<file path="config.mk">
export PLATFORM = sky130hd
export DESIGN_NAME = session_status_light_controller_unit
export DESIGN_NICKNAME = d
export VERILOG_FILES = /design/src/design/sslc_pkg.sv /design/src/design/sslc_table_ram.sv /design/src/design/session_status_light_controller_unit.sv
export SDC_FILE = /design/constraint.sdc
export NUM_CORES = 2
export LEC_CHECK = 0
export BUFFER_PORTS_ARGS = -buffer_cell sky130_fd_sc_hd__clkbuf_2
export CORE_MARGIN = 2
export CORE_UTILIZATION = 55
export CTS_CLUSTER_SIZE = 40
export DETAILED_ROUTE_END_ITERATION = 8
export PLACE_DENSITY = 0.73
export SETUP_SLACK_MARGIN = 0.5
export SYNTH_ARGS = -nofsm -noshare
export SYNTH_HDL_FRONTEND = slang
export SYNTH_SLANG_ARGS = --single-unit
</file>
<file path="constraint.sdc">
create_clock -name clk_i -period 10.8 [get_ports clk_i]
set_input_delay 0.54 -clock clk_i [delete_from_list [all_inputs] [get_ports clk_i]]
set_output_delay 0.54 -clock clk_i [all_outputs]
set_load 0.1 [all_outputs]
</file>
<file path="src/design/sslc_pkg.sv">
`timescale 1ns / 1ps
// ----------------------------------------------------------------------------
// sslc_pkg
// shared types, codes and helpers of the session status light controller
// ----------------------------------------------------------------------------
package sslc_pkg;

  localparam int TABLE_ENTRIES_DEF = 8;

  // request types
  localparam logic [1:0] REQ_TICK  = 2'd0;
  localparam logic [1:0] REQ_EVENT = 2'd1;
  localparam logic [1:0] REQ_CLEAR = 2'd2;

  // signal codes
  localparam logic [3:0] SIG_THINKING   = 4'd1;
  localparam logic [3:0] SIG_TOOL_DONE  = 4'd3;
  localparam logic [3:0] SIG_ATTENTION  = 4'd4;
  localparam logic [3:0] SIG_PERMISSION = 4'd5;
  localparam logic [3:0] SIG_BLOCKED    = 4'd6;
  localparam logic [3:0] SIG_DONE       = 4'd7;
  localparam logic [3:0] SIG_SESS_END   = 4'd9;
  localparam logic [3:0] SIG_SESS_DONE  = 4'd10;
  localparam logic [3:0] SIG_OFF        = 4'd11;
  localparam logic [3:0] SIG_TURN_END   = 4'd12;

  // lamp patterns
  localparam logic [2:0] PAT_OFF    = 3'd0;
  localparam logic [2:0] PAT_GREEN  = 3'd1;
  localparam logic [2:0] PAT_WORK   = 3'd2;
  localparam logic [2:0] PAT_FYEL   = 3'd3;
  localparam logic [2:0] PAT_FRED   = 3'd4;
  localparam logic [2:0] PAT_NOTICE = 3'd5;

  // aggregate levels
  localparam logic [2:0] LVL_IDLE       = 3'd0;
  localparam logic [2:0] LVL_WORKING    = 3'd1;
  localparam logic [2:0] LVL_ATTENTION  = 3'd2;
  localparam logic [2:0] LVL_PERMISSION = 3'd3;
  localparam logic [2:0] LVL_BLOCKED    = 3'd4;

  // lamp bits: red, yellow, green
  localparam logic [2:0] LAMP_NONE = 3'b000;
  localparam logic [2:0] LAMP_G    = 3'b001;
  localparam logic [2:0] LAMP_Y    = 3'b010;
  localparam logic [2:0] LAMP_R    = 3'b100;

  // configuration register indexes
  localparam logic [2:0] REG_FLASH_ON   = 3'd0;
  localparam logic [2:0] REG_FLASH_OFF  = 3'd1;
  localparam logic [2:0] REG_NOTICE_ON  = 3'd2;
  localparam logic [2:0] REG_NOTICE_OFF = 3'd3;
  localparam logic [2:0] REG_NOTICE_REP = 3'd4;
  localparam logic [2:0] REG_WORK_STEP  = 3'd5;
  localparam logic [2:0] REG_LIFETIME   = 3'd6;
  localparam logic [2:0] REG_IDLE_SLEEP = 3'd7;

  localparam logic [15:0] FLASH_ON_RST   = 16'd500;
  localparam logic [15:0] FLASH_OFF_RST  = 16'd500;
  localparam logic [15:0] NOTICE_ON_RST  = 16'd200;
  localparam logic [15:0] NOTICE_OFF_RST = 16'd200;
  localparam logic [7:0]  NOTICE_REP_RST = 8'd3;
  localparam logic [15:0] WORK_STEP_RST  = 16'd600;
  localparam logic [15:0] LIFETIME_RST   = 16'd600;
  localparam logic [31:0] IDLE_SLEEP_RST = 32'd300000;

  localparam logic [31:0] PRUNE_INTERVAL_MS = 32'd10000;
  localparam int          TTL_W             = 26;
  localparam logic [TTL_W-1:0] MS_PER_SECOND = TTL_W'(1000);

  typedef struct packed {
    logic [31:0] key;
    logic [3:0]  sig;
    logic [31:0] stamp;
  } entry_t;

  function automatic logic [2:0] level_pattern(input logic [2:0] lvl);
    logic [2:0] p;
    case (lvl)
      LVL_WORKING:    p = PAT_WORK;
      LVL_ATTENTION:  p = PAT_FYEL;
      LVL_PERMISSION: p = PAT_FYEL;
      LVL_BLOCKED:    p = PAT_FRED;
      default:        p = PAT_GREEN;
    endcase
    return p;
  endfunction

  function automatic logic [2:0] sig_level(input logic [3:0] s);
    logic [2:0] l;
    if (s == SIG_BLOCKED) l = LVL_BLOCKED;
    else if (s == SIG_PERMISSION) l = LVL_PERMISSION;
    else if (s == SIG_ATTENTION || s == SIG_DONE) l = LVL_ATTENTION;
    else if (s >= SIG_THINKING && s <= SIG_TOOL_DONE) l = LVL_WORKING;
    else l = LVL_IDLE;
    return l;
  endfunction

endpackage

</file>
<file path="src/design/sslc_table_ram.sv">
`timescale 1ns / 1ps
// ----------------------------------------------------------------------------
// sslc_table_ram
// session table memory, one write and one registered read port
// ----------------------------------------------------------------------------
module sslc_table_ram
  import sslc_pkg::*;
#(
  parameter int DEPTH = TABLE_ENTRIES_DEF,
  parameter int AW    = 3
) (
  input  logic          clk_i,
  input  logic          we_i,
  input  logic [AW-1:0] waddr_i,
  input  entry_t        wdata_i,
  input  logic          re_i,
  input  logic [AW-1:0] raddr_i,
  output entry_t        rdata_o
);

  entry_t mem [DEPTH];
  entry_t rdata_q;

  always_ff @(posedge clk_i) begin
    if (we_i) begin
      mem[waddr_i] <= wdata_i;
    end
    if (re_i) begin
      rdata_q <= mem[raddr_i];
    end
  end

  assign rdata_o = rdata_q;

endmodule

</file>
<file path="src/design/session_status_light_controller_unit.sv">
`timescale 1ns / 1ps
// ----------------------------------------------------------------------------
// session_status_light_controller_unit
// session table with priority aggregate and three-lamp pattern generator
// ----------------------------------------------------------------------------
//  channel | direction | handshake              | payload
//  in      | input     | in_valid_i / in_stall_o  | req_type, session_key, signal_code
//  out     | output    | out_valid_o / out_stall_i| lamps, pattern, status, count
//  cfg     | input     | cfg_we_i                | cfg_index_i, cfg_data_i
//
//  one item at a time; a tick runs the animation step and the sleep check, plus
//  a check of each entry when a prune pass runs, and a rescan of the table and
//  the level update when that pass drops entries
//  an event with a known code takes a lookup scan and a level scan through the
//  single read port of the table memory
//  reset clears control state; table contents are only read below the count
//  a result waits in the output register while the next item is taken in
// ----------------------------------------------------------------------------
module session_status_light_controller_unit
  import sslc_pkg::*;
#(
  parameter int TABLE_ENTRIES = TABLE_ENTRIES_DEF
) (
  input  logic        clk_i,
  input  logic        rst_ni,
  // input items
  input  logic        in_valid_i,
  output logic        in_stall_o,
  input  logic [1:0]  req_type_i,
  input  logic [31:0] session_key_i,
  input  logic [3:0]  signal_code_i,
  // result items
  output logic        out_valid_o,
  input  logic        out_stall_i,
  output logic        red_lamp_o,
  output logic        yellow_lamp_o,
  output logic        green_lamp_o,
  output logic [2:0]  shown_pattern_o,
  output logic [2:0]  combined_status_o,
  output logic        event_status_o,
  output logic [3:0]  live_sessions_o,
  // configuration
  input  logic        cfg_we_i,
  input  logic [2:0]  cfg_index_i,
  input  logic [31:0] cfg_data_i
);

  localparam int IW = (TABLE_ENTRIES > 1) ? $clog2(TABLE_ENTRIES) : 1;
  localparam int CW = $clog2(TABLE_ENTRIES + 1);

  // sequencer states
  localparam logic [3:0] ST_IDLE   = 4'd0;
  localparam logic [3:0] ST_SCAN   = 4'd1;
  localparam logic [3:0] ST_EVACT  = 4'd2;
  localparam logic [3:0] ST_DROPWR = 4'd3;
  localparam logic [3:0] ST_APPLY  = 4'd4;
  localparam logic [3:0] ST_ANIM   = 4'd5;
  localparam logic [3:0] ST_SLEEP  = 4'd6;
  localparam logic [3:0] ST_PRD    = 4'd7;
  localparam logic [3:0] ST_PCHK   = 4'd8;
  localparam logic [3:0] ST_PMV    = 4'd9;
  localparam logic [3:0] ST_OUT    = 4'd10;

  // configuration registers
  logic [15:0] flash_on_q, flash_off_q, notice_on_q, notice_off_q;
  logic [15:0] work_step_q, lifetime_q;
  logic [7:0]  notice_rep_q;
  logic [31:0] idle_sleep_q;

  // control state
  logic [3:0]  st_q, st_d;
  logic [CW-1:0] cnt_q, cnt_d;
  logic [31:0] now_q, now_d;
  logic [2:0]  agg_q, agg_d;
  logic [2:0]  pat_q, pat_d;
  logic [1:0]  anim_q, anim_d;
  logic [7:0]  loops_q, loops_d;
  logic [31:0] step_q, step_d;
  logic [31:0] idle_stamp_q, idle_stamp_d;
  logic        armed_q, armed_d;
  logic [31:0] prune_q, prune_d;
  logic [2:0]  lamp_q, lamp_d;

  // item and scan working registers
  logic [1:0]  req_q, req_d;
  logic [31:0] key_q, key_d;
  logic [3:0]  code_q, code_d;
  logic        status_q, status_d;
  logic        notice_q, notice_d;
  logic        mode_rec_q, mode_rec_d;   // scan purpose: level rescan or lookup
  logic [CW-1:0] sidx_q, sidx_d;
  logic        pend_q, pend_d;
  logic [CW-1:0] pidx_q, pidx_d;
  logic        found_q, found_d;
  logic [IW-1:0] at_q, at_d;
  logic [3:0]  at_sig_q, at_sig_d;
  logic [31:0] min_q, min_d;
  logic [IW-1:0] minidx_q, minidx_d;
  logic [2:0]  lvl_q, lvl_d;
  logic [CW-1:0] pi_q, pi_d;
  logic [CW-1:0] before_q, before_d;
  logic [TTL_W-1:0] ttl_q, ttl_d;

  // output register
  logic        ovalid_q, ovalid_d;
  logic [2:0]  olamp_q;
  logic [2:0]  opat_q, oagg_q;
  logic        ostat_q;
  logic [CW-1:0] ocnt_q;
  logic        oload;

  // table memory port
  logic        we, re;
  logic [IW-1:0] waddr, raddr;
  entry_t      wdata, rdata;

  sslc_table_ram #(
    .DEPTH (TABLE_ENTRIES),
    .AW    (IW)
  ) u_table (
    .clk_i   (clk_i),
    .we_i    (we),
    .waddr_i (waddr),
    .wdata_i (wdata),
    .re_i    (re),
    .raddr_i (raddr),
    .rdata_o (rdata)
  );

  logic [31:0] gone;
  logic [CW-1:0] cnt_m1;
  logic          issue;
  logic [1:0]    phase;
  logic          on_ph;
  logic [15:0]   thr;
  logic [7:0]    loops_n;
  logic [2:0]    pn;

  assign gone   = now_q - step_q;
  assign cnt_m1 = cnt_q - CW'(1);
  assign issue  = (sidx_q < cnt_q);

  always_comb begin
    st_d = st_q;
    cnt_d = cnt_q;
    now_d = now_q;
    agg_d = agg_q;
    pat_d = pat_q;
    anim_d = anim_q;
    loops_d = loops_q;
    step_d = step_q;
    idle_stamp_d = idle_stamp_q;
    armed_d = armed_q;
    prune_d = prune_q;
    lamp_d = lamp_q;
    req_d = req_q;
    key_d = key_q;
    code_d = code_q;
    status_d = status_q;
    notice_d = notice_q;
    mode_rec_d = mode_rec_q;
    sidx_d = sidx_q;
    pend_d = pend_q;
    pidx_d = pidx_q;
    found_d = found_q;
    at_d = at_q;
    at_sig_d = at_sig_q;
    min_d = min_q;
    minidx_d = minidx_q;
    lvl_d = lvl_q;
    pi_d = pi_q;
    before_d = before_q;
    ttl_d = ttl_q;
    we = 1'b0;
    re = 1'b0;
    waddr = '0;
    raddr = '0;
    wdata = rdata;
    oload = 1'b0;
    phase = '0;
    on_ph = 1'b0;
    thr = '0;
    loops_n = '0;
    pn = PAT_OFF;

    case (st_q)
      ST_IDLE: begin
        if (in_valid_i) begin
          req_d = req_type_i;
          key_d = session_key_i;
          code_d = signal_code_i;
          notice_d = 1'b0;
          status_d = 1'b0;
          case (req_type_i)
            REQ_TICK: begin
              now_d = now_q + 32'd1;
              st_d = ST_ANIM;
            end
            REQ_EVENT: begin
              if (signal_code_i > SIG_TURN_END) begin
                status_d = 1'b1;
                st_d = ST_OUT;
              end else begin
                // lookup scan, also finds the oldest entry
                mode_rec_d = 1'b0;
                sidx_d = '0;
                pend_d = 1'b0;
                found_d = 1'b0;
                st_d = ST_SCAN;
              end
            end
            REQ_CLEAR: begin
              cnt_d = '0;
              agg_d = LVL_IDLE;
              pat_d = PAT_OFF;
              lamp_d = LAMP_NONE;
              armed_d = 1'b0;
              st_d = ST_OUT;
            end
            default: st_d = ST_OUT;
          endcase
        end
      end

      ST_SCAN: begin
        // one read issued per cycle, its data handled in the cycle after
        re = issue;
        raddr = sidx_q[IW-1:0];
        if (issue) sidx_d = sidx_q + CW'(1);
        pend_d = issue;
        pidx_d = sidx_q;
        if (pend_q) begin
          if (mode_rec_q) begin
            if (sig_level(rdata.sig) > lvl_q) lvl_d = sig_level(rdata.sig);
          end else begin
            if (rdata.key == key_q && !found_q) begin
              found_d = 1'b1;
              at_d = pidx_q[IW-1:0];
              at_sig_d = rdata.sig;
            end
            if (pidx_q == '0 || rdata.stamp < min_q) begin
              min_d = rdata.stamp;
              minidx_d = pidx_q[IW-1:0];
            end
          end
        end
        if (!issue && !pend_q) begin
          st_d = mode_rec_q ? ST_APPLY : ST_EVACT;
        end
      end

      ST_EVACT: begin
        // default next: level rescan
        mode_rec_d = 1'b1;
        sidx_d = '0;
        pend_d = 1'b0;
        lvl_d = LVL_IDLE;
        st_d = ST_SCAN;
        if (code_q == SIG_SESS_END || code_q == SIG_SESS_DONE || code_q == SIG_OFF) begin
          if (found_q) begin
            re = 1'b1;
            raddr = cnt_m1[IW-1:0];
            cnt_d = cnt_m1;
            notice_d = (code_q != SIG_OFF);
            st_d = ST_DROPWR;
          end
        end else if (code_q == SIG_TURN_END) begin
          if (found_q && at_sig_q != SIG_PERMISSION && at_sig_q != SIG_BLOCKED) begin
            re = 1'b1;
            raddr = cnt_m1[IW-1:0];
            cnt_d = cnt_m1;
            notice_d = 1'b1;
            st_d = ST_DROPWR;
          end
        end else begin
          we = 1'b1;
          wdata.key = key_q;
          wdata.sig = code_q;
          wdata.stamp = now_q;
          if (found_q) begin
            waddr = at_q;
          end else if (cnt_q >= CW'(TABLE_ENTRIES)) begin
            waddr = minidx_q;  // full table: evict the oldest
          end else begin
            waddr = cnt_q[IW-1:0];
            cnt_d = cnt_q + CW'(1);
          end
        end
      end

      ST_DROPWR: begin
        // last entry moves into the freed slot
        we = 1'b1;
        waddr = at_q;
        wdata = rdata;
        st_d = ST_SCAN;
      end

      ST_APPLY: begin
        if (lvl_q != agg_q) begin
          agg_d = lvl_q;
          pn = level_pattern(lvl_q);
          if (pn != pat_q) begin
            pat_d = pn;
            anim_d = '0;
            loops_d = '0;
            step_d = now_q;
            if (pn == PAT_GREEN) lamp_d = LAMP_G;
          end
        end
        if (lvl_q == LVL_IDLE) begin
          if (!armed_q) begin
            armed_d = 1'b1;
            idle_stamp_d = now_q;
          end
        end else begin
          armed_d = 1'b0;
        end
        if (notice_q && lvl_q != LVL_BLOCKED && lvl_q != LVL_PERMISSION &&
            lvl_q != LVL_ATTENTION) begin
          pat_d = PAT_NOTICE;
          anim_d = '0;
          loops_d = '0;
          step_d = now_q;
        end
        st_d = ST_OUT;
      end

      ST_ANIM: begin
        st_d = ST_SLEEP;
        case (pat_q)
          PAT_WORK: begin
            if (gone >= 32'(work_step_q)) begin
              step_d = now_q;
              phase = (anim_q == 2'd3) ? 2'd0 : anim_q;
              case (phase)
                2'd0:    lamp_d = LAMP_G;
                2'd1:    lamp_d = LAMP_Y;
                default: lamp_d = LAMP_R;
              endcase
              if (phase == 2'd2) begin
                anim_d = '0;
                loops_d = loops_q + 8'd1;
              end else begin
                anim_d = phase + 2'd1;
              end
            end
          end
          PAT_FYEL, PAT_FRED: begin
            on_ph = !anim_q[0];
            thr = on_ph ? flash_on_q : flash_off_q;
            if (gone >= 32'(thr)) begin
              step_d = now_q;
              lamp_d = on_ph ? ((pat_q == PAT_FYEL) ? LAMP_Y : LAMP_R) : LAMP_NONE;
              if (on_ph) begin
                anim_d = 2'd1;
              end else begin
                anim_d = '0;
                loops_d = loops_q + 8'd1;
              end
            end
          end
          PAT_NOTICE: begin
            on_ph = !anim_q[0];
            thr = on_ph ? notice_on_q : notice_off_q;
            if (gone >= 32'(thr)) begin
              step_d = now_q;
              lamp_d = on_ph ? LAMP_G : LAMP_NONE;
              if (on_ph) begin
                anim_d = 2'd1;
              end else begin
                anim_d = '0;
                loops_n = loops_q + 8'd1;
                loops_d = loops_n;
                if (loops_n >= notice_rep_q) begin
                  // notice done: back to the pattern of the aggregate
                  pn = level_pattern(agg_q);
                  pat_d = pn;
                  loops_d = '0;
                  if (pn == PAT_GREEN) lamp_d = LAMP_G;
                end
              end
            end
          end
          default: ;
        endcase
      end

      ST_SLEEP: begin
        ttl_d = TTL_W'(lifetime_q) * MS_PER_SECOND;
        if (armed_q && pat_q == PAT_GREEN && (now_q - idle_stamp_q) > idle_sleep_q) begin
          pat_d = PAT_OFF;
          lamp_d = LAMP_NONE;
          armed_d = 1'b0;
        end
        if ((now_q - prune_q) > PRUNE_INTERVAL_MS) begin
          prune_d = now_q;
          before_d = cnt_q;
          pi_d = '0;
          st_d = ST_PRD;
        end else begin
          st_d = ST_OUT;
        end
      end

      ST_PRD: begin
        if (pi_q < cnt_q) begin
          re = 1'b1;
          raddr = pi_q[IW-1:0];
          st_d = ST_PCHK;
        end else if (cnt_q != before_q) begin
          mode_rec_d = 1'b1;
          sidx_d = '0;
          pend_d = 1'b0;
          lvl_d = LVL_IDLE;
          st_d = ST_SCAN;
        end else begin
          st_d = ST_OUT;
        end
      end

      ST_PCHK: begin
        if ((now_q - rdata.stamp) > 32'(ttl_q)) begin
          re = 1'b1;
          raddr = cnt_m1[IW-1:0];
          cnt_d = cnt_m1;
          st_d = ST_PMV;
        end else begin
          pi_d = pi_q + CW'(1);
          st_d = ST_PRD;
        end
      end

      ST_PMV: begin
        // same slot is checked again after the move
        we = 1'b1;
        waddr = pi_q[IW-1:0];
        wdata = rdata;
        st_d = ST_PRD;
      end

      ST_OUT: begin
        if (!ovalid_q || !out_stall_i) begin
          oload = 1'b1;
          st_d = ST_IDLE;
        end
      end

      default: st_d = ST_IDLE;
    endcase
  end

  always_comb begin
    ovalid_d = ovalid_q && out_stall_i;
    if (oload) ovalid_d = 1'b1;
  end

  always_ff @(posedge clk_i or negedge rst_ni) begin
    if (!rst_ni) begin
      flash_on_q <= FLASH_ON_RST;
      flash_off_q <= FLASH_OFF_RST;
      notice_on_q <= NOTICE_ON_RST;
      notice_off_q <= NOTICE_OFF_RST;
      notice_rep_q <= NOTICE_REP_RST;
      work_step_q <= WORK_STEP_RST;
      lifetime_q <= LIFETIME_RST;
      idle_sleep_q <= IDLE_SLEEP_RST;
      st_q <= ST_IDLE;
      cnt_q <= '0;
      now_q <= '0;
      agg_q <= LVL_IDLE;
      pat_q <= PAT_GREEN;
      anim_q <= '0;
      loops_q <= '0;
      step_q <= '0;
      idle_stamp_q <= '0;
      armed_q <= 1'b1;
      prune_q <= '0;
      lamp_q <= LAMP_G;
      mode_rec_q <= 1'b0;
      sidx_q <= '0;
      pend_q <= 1'b0;
      found_q <= 1'b0;
      notice_q <= 1'b0;
      ovalid_q <= 1'b0;
    end else begin
      if (cfg_we_i) begin
        case (cfg_index_i)
          REG_FLASH_ON:   flash_on_q <= cfg_data_i[15:0];
          REG_FLASH_OFF:  flash_off_q <= cfg_data_i[15:0];
          REG_NOTICE_ON:  notice_on_q <= cfg_data_i[15:0];
          REG_NOTICE_OFF: notice_off_q <= cfg_data_i[15:0];
          REG_NOTICE_REP: notice_rep_q <= cfg_data_i[7:0];
          REG_WORK_STEP:  work_step_q <= cfg_data_i[15:0];
          REG_LIFETIME:   lifetime_q <= cfg_data_i[15:0];
          REG_IDLE_SLEEP: idle_sleep_q <= cfg_data_i;
          default: ;
        endcase
      end
      st_q <= st_d;
      cnt_q <= cnt_d;
      now_q <= now_d;
      agg_q <= agg_d;
      pat_q <= pat_d;
      anim_q <= anim_d;
      loops_q <= loops_d;
      step_q <= step_d;
      idle_stamp_q <= idle_stamp_d;
      armed_q <= armed_d;
      prune_q <= prune_d;
      lamp_q <= lamp_d;
      mode_rec_q <= mode_rec_d;
      sidx_q <= sidx_d;
      pend_q <= pend_d;
      found_q <= found_d;
      notice_q <= notice_d;
      ovalid_q <= ovalid_d;
    end
  end

  // payload, scan working and output registers, no reset needed
  always_ff @(posedge clk_i) begin
    req_q <= req_d;
    key_q <= key_d;
    code_q <= code_d;
    status_q <= status_d;
    pidx_q <= pidx_d;
    at_q <= at_d;
    at_sig_q <= at_sig_d;
    min_q <= min_d;
    minidx_q <= minidx_d;
    lvl_q <= lvl_d;
    pi_q <= pi_d;
    before_q <= before_d;
    ttl_q <= ttl_d;
    if (oload) begin
      olamp_q <= lamp_q;
      opat_q <= pat_q;
      oagg_q <= agg_q;
      ostat_q <= status_q;
      ocnt_q <= cnt_q;
    end
  end

  assign in_stall_o        = (st_q != ST_IDLE);
  assign out_valid_o       = ovalid_q;
  assign red_lamp_o        = olamp_q[2];
  assign yellow_lamp_o     = olamp_q[1];
  assign green_lamp_o      = olamp_q[0];
  assign shown_pattern_o   = opat_q;
  assign combined_status_o = oagg_q;
  assign event_status_o    = ostat_q;
  assign live_sessions_o   = 4'(ocnt_q);

endmodule

</file>
* Yosys cells after proc, flatten, opt, wreduce, memory -nomap -nowiden *
Memories as Yosys holds them, arrays and structs flattened. A register that Yosys moved wholly into a read port is not among the register bits.
Cells that the tools add are included.

storage, ports and cells
  register bits after elaboration = 432
  RAM bits = 544
  bits of input ports = 78
  output and inout port bits = 16
  logic and storage cells = 413
  memories = 1

memories
  name         words  width  read ports  clocked after memory_dff  wr ports  RTL line              source
  u_table.mem  8      68     1           1                         1         sslc_table_ram.sv:21  entry_t mem [DEPTH];

cells by class
  $add $sub $neg = 11
  multiply operators = 1
  order comparisons = 15
  eq/ne operators = 95
  multiplexer cells = 173
  bitwise operators = 2
  reduce and logical (&&, ||, !) cells = 72

operator list
  cell                                                                     number
  68-bit two-way mux                                                       3
  32-bit two-way mux                                                       6
  3-bit two-way mux                                                        47
  32-bit subtractor                                                        4
  4-bit two-way mux                                                        26
  32-bit by 16-bit >= comparator with 1-bit output                         3
  32-bit one-hot mux with 3 select lines                                   1
  8-bit two-way mux                                                        10
  32-bit one-hot mux with 2 select lines                                   1
  2-bit != test (second input constant)                                    23
  3-bit one-hot mux with 3 select lines                                    5
  4-bit one-hot mux with 11 select lines                                   1
  1-bit two-way mux                                                        39
  3-bit != test (second input constant)                                    12
  3-bit one-hot mux with 4 select lines                                    3
  32-bit by 1-bit adder with 32-bit output (second input constant)         1
  32-bit == test                                                           1
  4-bit by 3-bit == test with 1-bit output (second input constant)         8
  32-bit by 14-bit > comparator with 1-bit output (second input constant)  1
  32-bit by 26-bit > comparator with 1-bit output                          1
  32-bit > comparator                                                      1
  32-bit < comparator                                                      1
  16-bit two-way mux                                                       2
  4-bit == test (second input constant)                                    7
  other kinds (58)                                                         162

* Depth between registers and ports, before layout *
  depth in word-level cells = 15
  depth in mapped cells = 31
  gate-level depth less buffers = 31

* Hierarchy *
From an unflattened synthesis, not the netlist that was laid out.

second synthesis, totals
  cells, all modules = 4168
  area total of the unflattened synthesis = 54254.5 um^2

modules (own cells, without submodules)
  module                                times used  cells each  area each (um^2)  seq. area each (um^2)
  session_status_light_controller_unit  1           3301        31776.7           11514.8
  sslc_table_ram                        1           867         22477.8           18377.6

* Least setup slack after synthesis *
No wires, ideal clock.

  path type = flip-flop to flip-flop
  from = register now_q[5]
  to = register u_table.rdata_o[0] (netlist name)
  library setup time = 0.429 ns
  arrival = 5.934 ns
  data required time = 10.371 ns
  path slack = 4.437 ns
  cell stages (with the launch flop) = 23
  path buffers = 0
  period minus slack after synthesis = 6.363 ns
  cells stage by stage = dfrtp_1 -> ha_1 -> o21a_1 -> and3_1 -> o211a_1 -> a221oi_2 -> nor2b_1 -> o21a_1 -> o21ai_0 -> nand2b_1 -> a21oi_1 -> o21ai_0 -> xor2_1 -> ha_1 -> and3_1 -> nand3_1 -> nor4_1 -> a211oi_1 -> a222oi_1 -> nor2_1 -> nand4_1 -> and2_1 -> or4_1

on the way
  cells in the longest elaborated chain, start to end = 4
  elaborated cells between the ends (all ways) = 6
  those cells by class = 1 x add/sub; 1 x order compare; 4 x mux

RTL lines
  item                                             RTL line                                     source
  start, declared                                  session_status_light_controller_unit.sv:73   logic [31:0] now_q, now_d;
  start signal, assigned                           session_status_light_controller_unit.sv:502  now_q <= now_d;
  32-bit subtractor                                session_status_light_controller_unit.sv:423  if ((now_q - rdata.stamp) > 32'(ttl_q)) begin
  32-bit by 26-bit > comparator with 1-bit output  session_status_light_controller_unit.sv:423
  1-bit two-way mux                                session_status_light_controller_unit.sv:423
  1-bit one-hot mux with 4 select lines            session_status_light_controller_unit.sv:186  case (st_q)
  named net re                                     session_status_light_controller_unit.sv:113  logic we, re;

The timed path passes the listed nets, and every way through them passes these cells.
A chain may end at the register's enable or synchronous reset.

* Final worst setup path *
  from = register now_q[5]
  to = register u_table.rdata_o[0] (netlist name)

on the way
  cells in the longest elaborated chain, start to end = 4
  elaborated cells between the ends (all ways) = 6
  those cells by class = 1 x add/sub; 1 x order compare; 4 x mux

RTL lines
  item                                                                                            RTL line
  32-bit subtractor (*)                                                                           session_status_light_controller_unit.sv:423
  32-bit by 26-bit > comparator with 1-bit output (*)                                             session_status_light_controller_unit.sv:423
  3-bit two-way mux or 1-bit two-way mux (tied branches)                                          session_status_light_controller_unit.sv:423
  3-bit one-hot mux with 4 select lines or 1-bit one-hot mux with 4 select lines (tied branches)  session_status_light_controller_unit.sv:186

Mark *: on every way between the ends. The rest lies on a longest branch, timed or not.

==> flow_metrics.env <==
export IMPL_ios=94
export IMPL_final_cell_mix="edfxtp_1 (743), nand2_1 (342), ha_1 (336), inv_1 (325), mux2_2 (285)"
export IMPL_fin_nets=4964
export IMPL_p_leak_nw=25.1
export IMPL_peakVddDrop_uv=313
export IMPL_netlist_instances=4345
export IMPL_power_frac_comb=0.452
export IMPL_antenna_cells=0
export IMPL_routed_wl_microns=127000
export IMPL_cts_clk_slew_worst_paths_ns=0.06
export IMPL_row_count=115
export IMPL_dpl_worst_slack_ns=3.24
export IMPL_fin_crit_sh=0.715
export IMPL_io_buffers=93
export IMPL_critPathLaunchType="flop"
export IMPL_nFillCells=7547
export IMPL_die_x_microns=318
export IMPL_drc=0
export IMPL_yosysTopAreaCellShare=0.412
export IMPL_p_total_mw=18.0
export IMPL_ctsHtreeMaxLevel=3
export IMPL_drv_slew=0
export IMPL_report_final_hold_viol_count=0
export IMPL_postCtsSetupRepairBufs=0
export IMPL_via_count=35000
export IMPL_intPower_mw=11.2
export IMPL_synth_cell_type_count=92
export IMPL_wl_per_cell_microns=21.5
export IMPL_antenna_found_initial=1
export IMPL_fp_dieH_microns=318
export IMPL_path_max_fanout=162
export IMPL_period_minus_slack_ns=7.72
export IMPL_dieArea_sq_um=101000
export IMPL_grt_pass1_wl_microns=198000
export IMPL_layout_commonest_cell="edfxtp_1"
export IMPL_grt_usage=0.250
export IMPL_synth_seq_cells=1044
export IMPL_hold_path_class="input port to flop"
export IMPL_gp_congestion=0.893
export IMPL_cts_resized=0
export IMPL_grt_pass1_vias=34900
export IMPL_clock_sinks=1044
export IMPL_worstPathRequired_ns=11.16
export IMPL_tns_ns=0
export IMPL_area_growth_synth_to_final_pct=11.1
export IMPL_rsz0062_at_grt="false"
export IMPL_grt_max_degree=163
export IMPL_p_seq_frac=0.340
export IMPL_status="completed"
export IMPL_ys_warn_count=0
export IMPL_yosys_area_top_type="edfxtp_1"
export IMPL_power_share_clock=0.208
export IMPL_setup_viol=0
export IMPL_ant_nets=0
export IMPL_swShare=0.375
export IMPL_fmax_mhz=129
export IMPL_drv_cap=0
export IMPL_via_per_inst=5.97
export IMPL_setup_ws_ns=3.08
export IMPL_synth_edf_count=743
export IMPL_core_area_sq_um=98000
export IMPL_start_util=0.553
export IMPL_p_sw_mw=6.75
export IMPL_ys_flop_type="edfxtp_1"
export IMPL_cts_tree="yes"
export IMPL_drive_gt1_frac=0.156
export IMPL_whs_ns=0.0392
export IMPL_tightest_slew_ns=1.26
export IMPL_synth_area_leaders="edfxtp_1 (41%), dfrtp_1 (12%), ha_1 (7.8%), mux2_2 (5.9%), mux2i_1 (3.4%)"
export IMPL_path_class="flop to flop"
export IMPL_syn_area_sq_um=54100
export IMPL_synth_fp_nets=4817
export IMPL_clock_skew_final_ns=0.0903
export IMPL_async_flop_share=0.288
export IMPL_numCtsBuffers=109
export IMPL_drtIter0Drc=2673
export IMPL_ff2ff_setup_slack_ns=3.08
export IMPL_cts_root_buffer="clkbuf_16"
export IMPL_slew_limit_headroom=0.151
export IMPL_synth_seq_area_share=0.552
export IMPL_end_kind="flop"
export IMPL_clk_latency_ns=0.74
export IMPL_fin_util=0.614
export IMPL_powerDensity_nw_per_um2=299
export IMPL_gr_total_overflow=0
export IMPL_crit_arrival_ns=8.09
export IMPL_dp_hpwl_microns=82800
export IMPL_cts_buffer_depth=3
export IMPL_drtPass1Iterations=6
export IMPL_synth_avg_cell_area_sq_um=12.5
==> worst max-delay path, stage by stage, from the launching register on <==
cell	delay [ns]
dfrtp_1	0.51
ha_1	0.39
o21a_1	0.21
and3_1	0.22
o211a_1	0.22
a221oi_2	0.47
nor2b_1	0.10
o21a_1	0.20
o21ai_0	0.14
nand2b_1	0.07
a21oi_1	0.24
o21ai_0	0.14
xor2_1	0.17
ha_1	0.29
and3_1	0.15
nand3_1	0.11
nor4_1	0.38
a222oi_1	0.19
nor2_1	0.25
nand4_1	0.49
a31oi_4	0.37
buf_12	0.43
buf_12	0.72
mux2_2	0.42
o22ai_1	0.15
a221oi_1	0.07
==> through the flow <==
step	instances	cell area, sq um
2_1_floorplan	4345	54100
3_3_place_gp	5635	56200
3_5_place_dp	5635	56200
4_1_cts	5874	60100
5_1_grt	5874	60100
6_report	5874	60100
==> synthesized netlist by cell type, types with 20 or more instances <==
cell / count
edfxtp_1: 743
nand2_1: 345
ha_1: 336
inv_1: 325
mux2_2: 285
dfrtp_1: 262
o21ai_0: 223
mux2i_1: 185
a21oi_1: 181
nor2_1: 151
xnor2_1: 126
clkbuf_1: 109
a21o_1: 102
o22ai_1: 81
a221oi_1: 71
nand3_1: 62
fa_1: 58
xor2_1: 58
nor3_1: 55
nand2b_1: 50
nand4_1: 49
dfstp_2: 39
nor2b_1: 35
o21a_1: 35
o21bai_1: 26
mux2_4: 25
a211oi_1: 20
==> power groups by stage <==
stage | Combinational (mW) | Clock (mW) | Sequential (mW)
2_1_floorplan | 6.15 | 0 | 6.02
3_3_place_gp | 7.88 | 0 | 6.15
3_5_place_dp | 8.05 | 0 | 6.18
4_1_cts | 8.16 | 3.80 | 6.10
5_1_grt | 9.17 | 3.96 | 6.18
6_report | 8.14 | 3.75 | 6.11
==> sequential cells by signal (all words and copies together) (netlist names), 23 cells and up <==
signal,cells
step_q,32
now_q,32
key_q,32
idle_stamp_q,32
min_q,32
u_table.rdata_o,68
prune_q,32
u_table.mem,544
ttl_q,23
idle_sleep_q,32
==> per-layer routing <==
metal  part of all wire  track usage  routed length, microns  vias to the layer above
li1                   -            -                       -                    16400
met1               0.44        0.345                   55400                    17400
met2               0.48        0.410                   60200                     1050
met3              0.058       0.0350                    7360                      203
met4              0.029       0.0810                    3640                        2
met5           0.000071            0                       9                        -
==> worst paths after layout <==
kind | startpoint | end | depth (start not counted)
worst max-delay path | now_q[5]$_DFFE_PN0P_ | u_table.rdata_o[0]$_DFFE_PP_ | 25
worst min-delay path | session_key_i[10] | key_q[10]$_DFFE_PP_ | 1
worst max register to register | now_q[5]$_DFFE_PN0P_ | u_table.rdata_o[0]$_DFFE_PP_ | 25
worst min register to register | u_table.rdata_o[8]$_DFFE_PP_ | min_q[8]$_DFFE_PP_ | 0
max in group asynchronous | rst_ni | flash_off_q[0]$_DFFE_PN0P_ | 3
min in group asynchronous | rst_ni | idle_sleep_q[16]$_DFFE_PN0P_ | 2
==> kinds of logic after synthesis <==
| group | share of synthesized area |
|---|---|
| AOI/OAI and AO/OA | 0.109 |
| buffers and inverters | 0.0354 |
| DFF | 0.552 |
| and+or+nand+nor | 0.0742 |
| adders and majority gates | 0.0991 |
| xor gates and xnor gates | 0.0298 |
| muxes | 0.100 |
==> area by class of cell <==
type	count	area [sq um]	area share
clock buffers	139	2960	0.0492
clock inverters	67	644	0.0107
inverters	326	1220	0.0203
multi-input cells	2822	22500	0.374
flip-flops and latches	1044	29900	0.497
well taps	1287	1610	0.0268
repair buffers	189	1300	0.0217
==> what timing repair did <==
action	CTS	global route
hold endpoints to repair	110	0
hold buffers	33	0
setup endpoints to repair	0	0
Power figures use the tool's default switching activity.
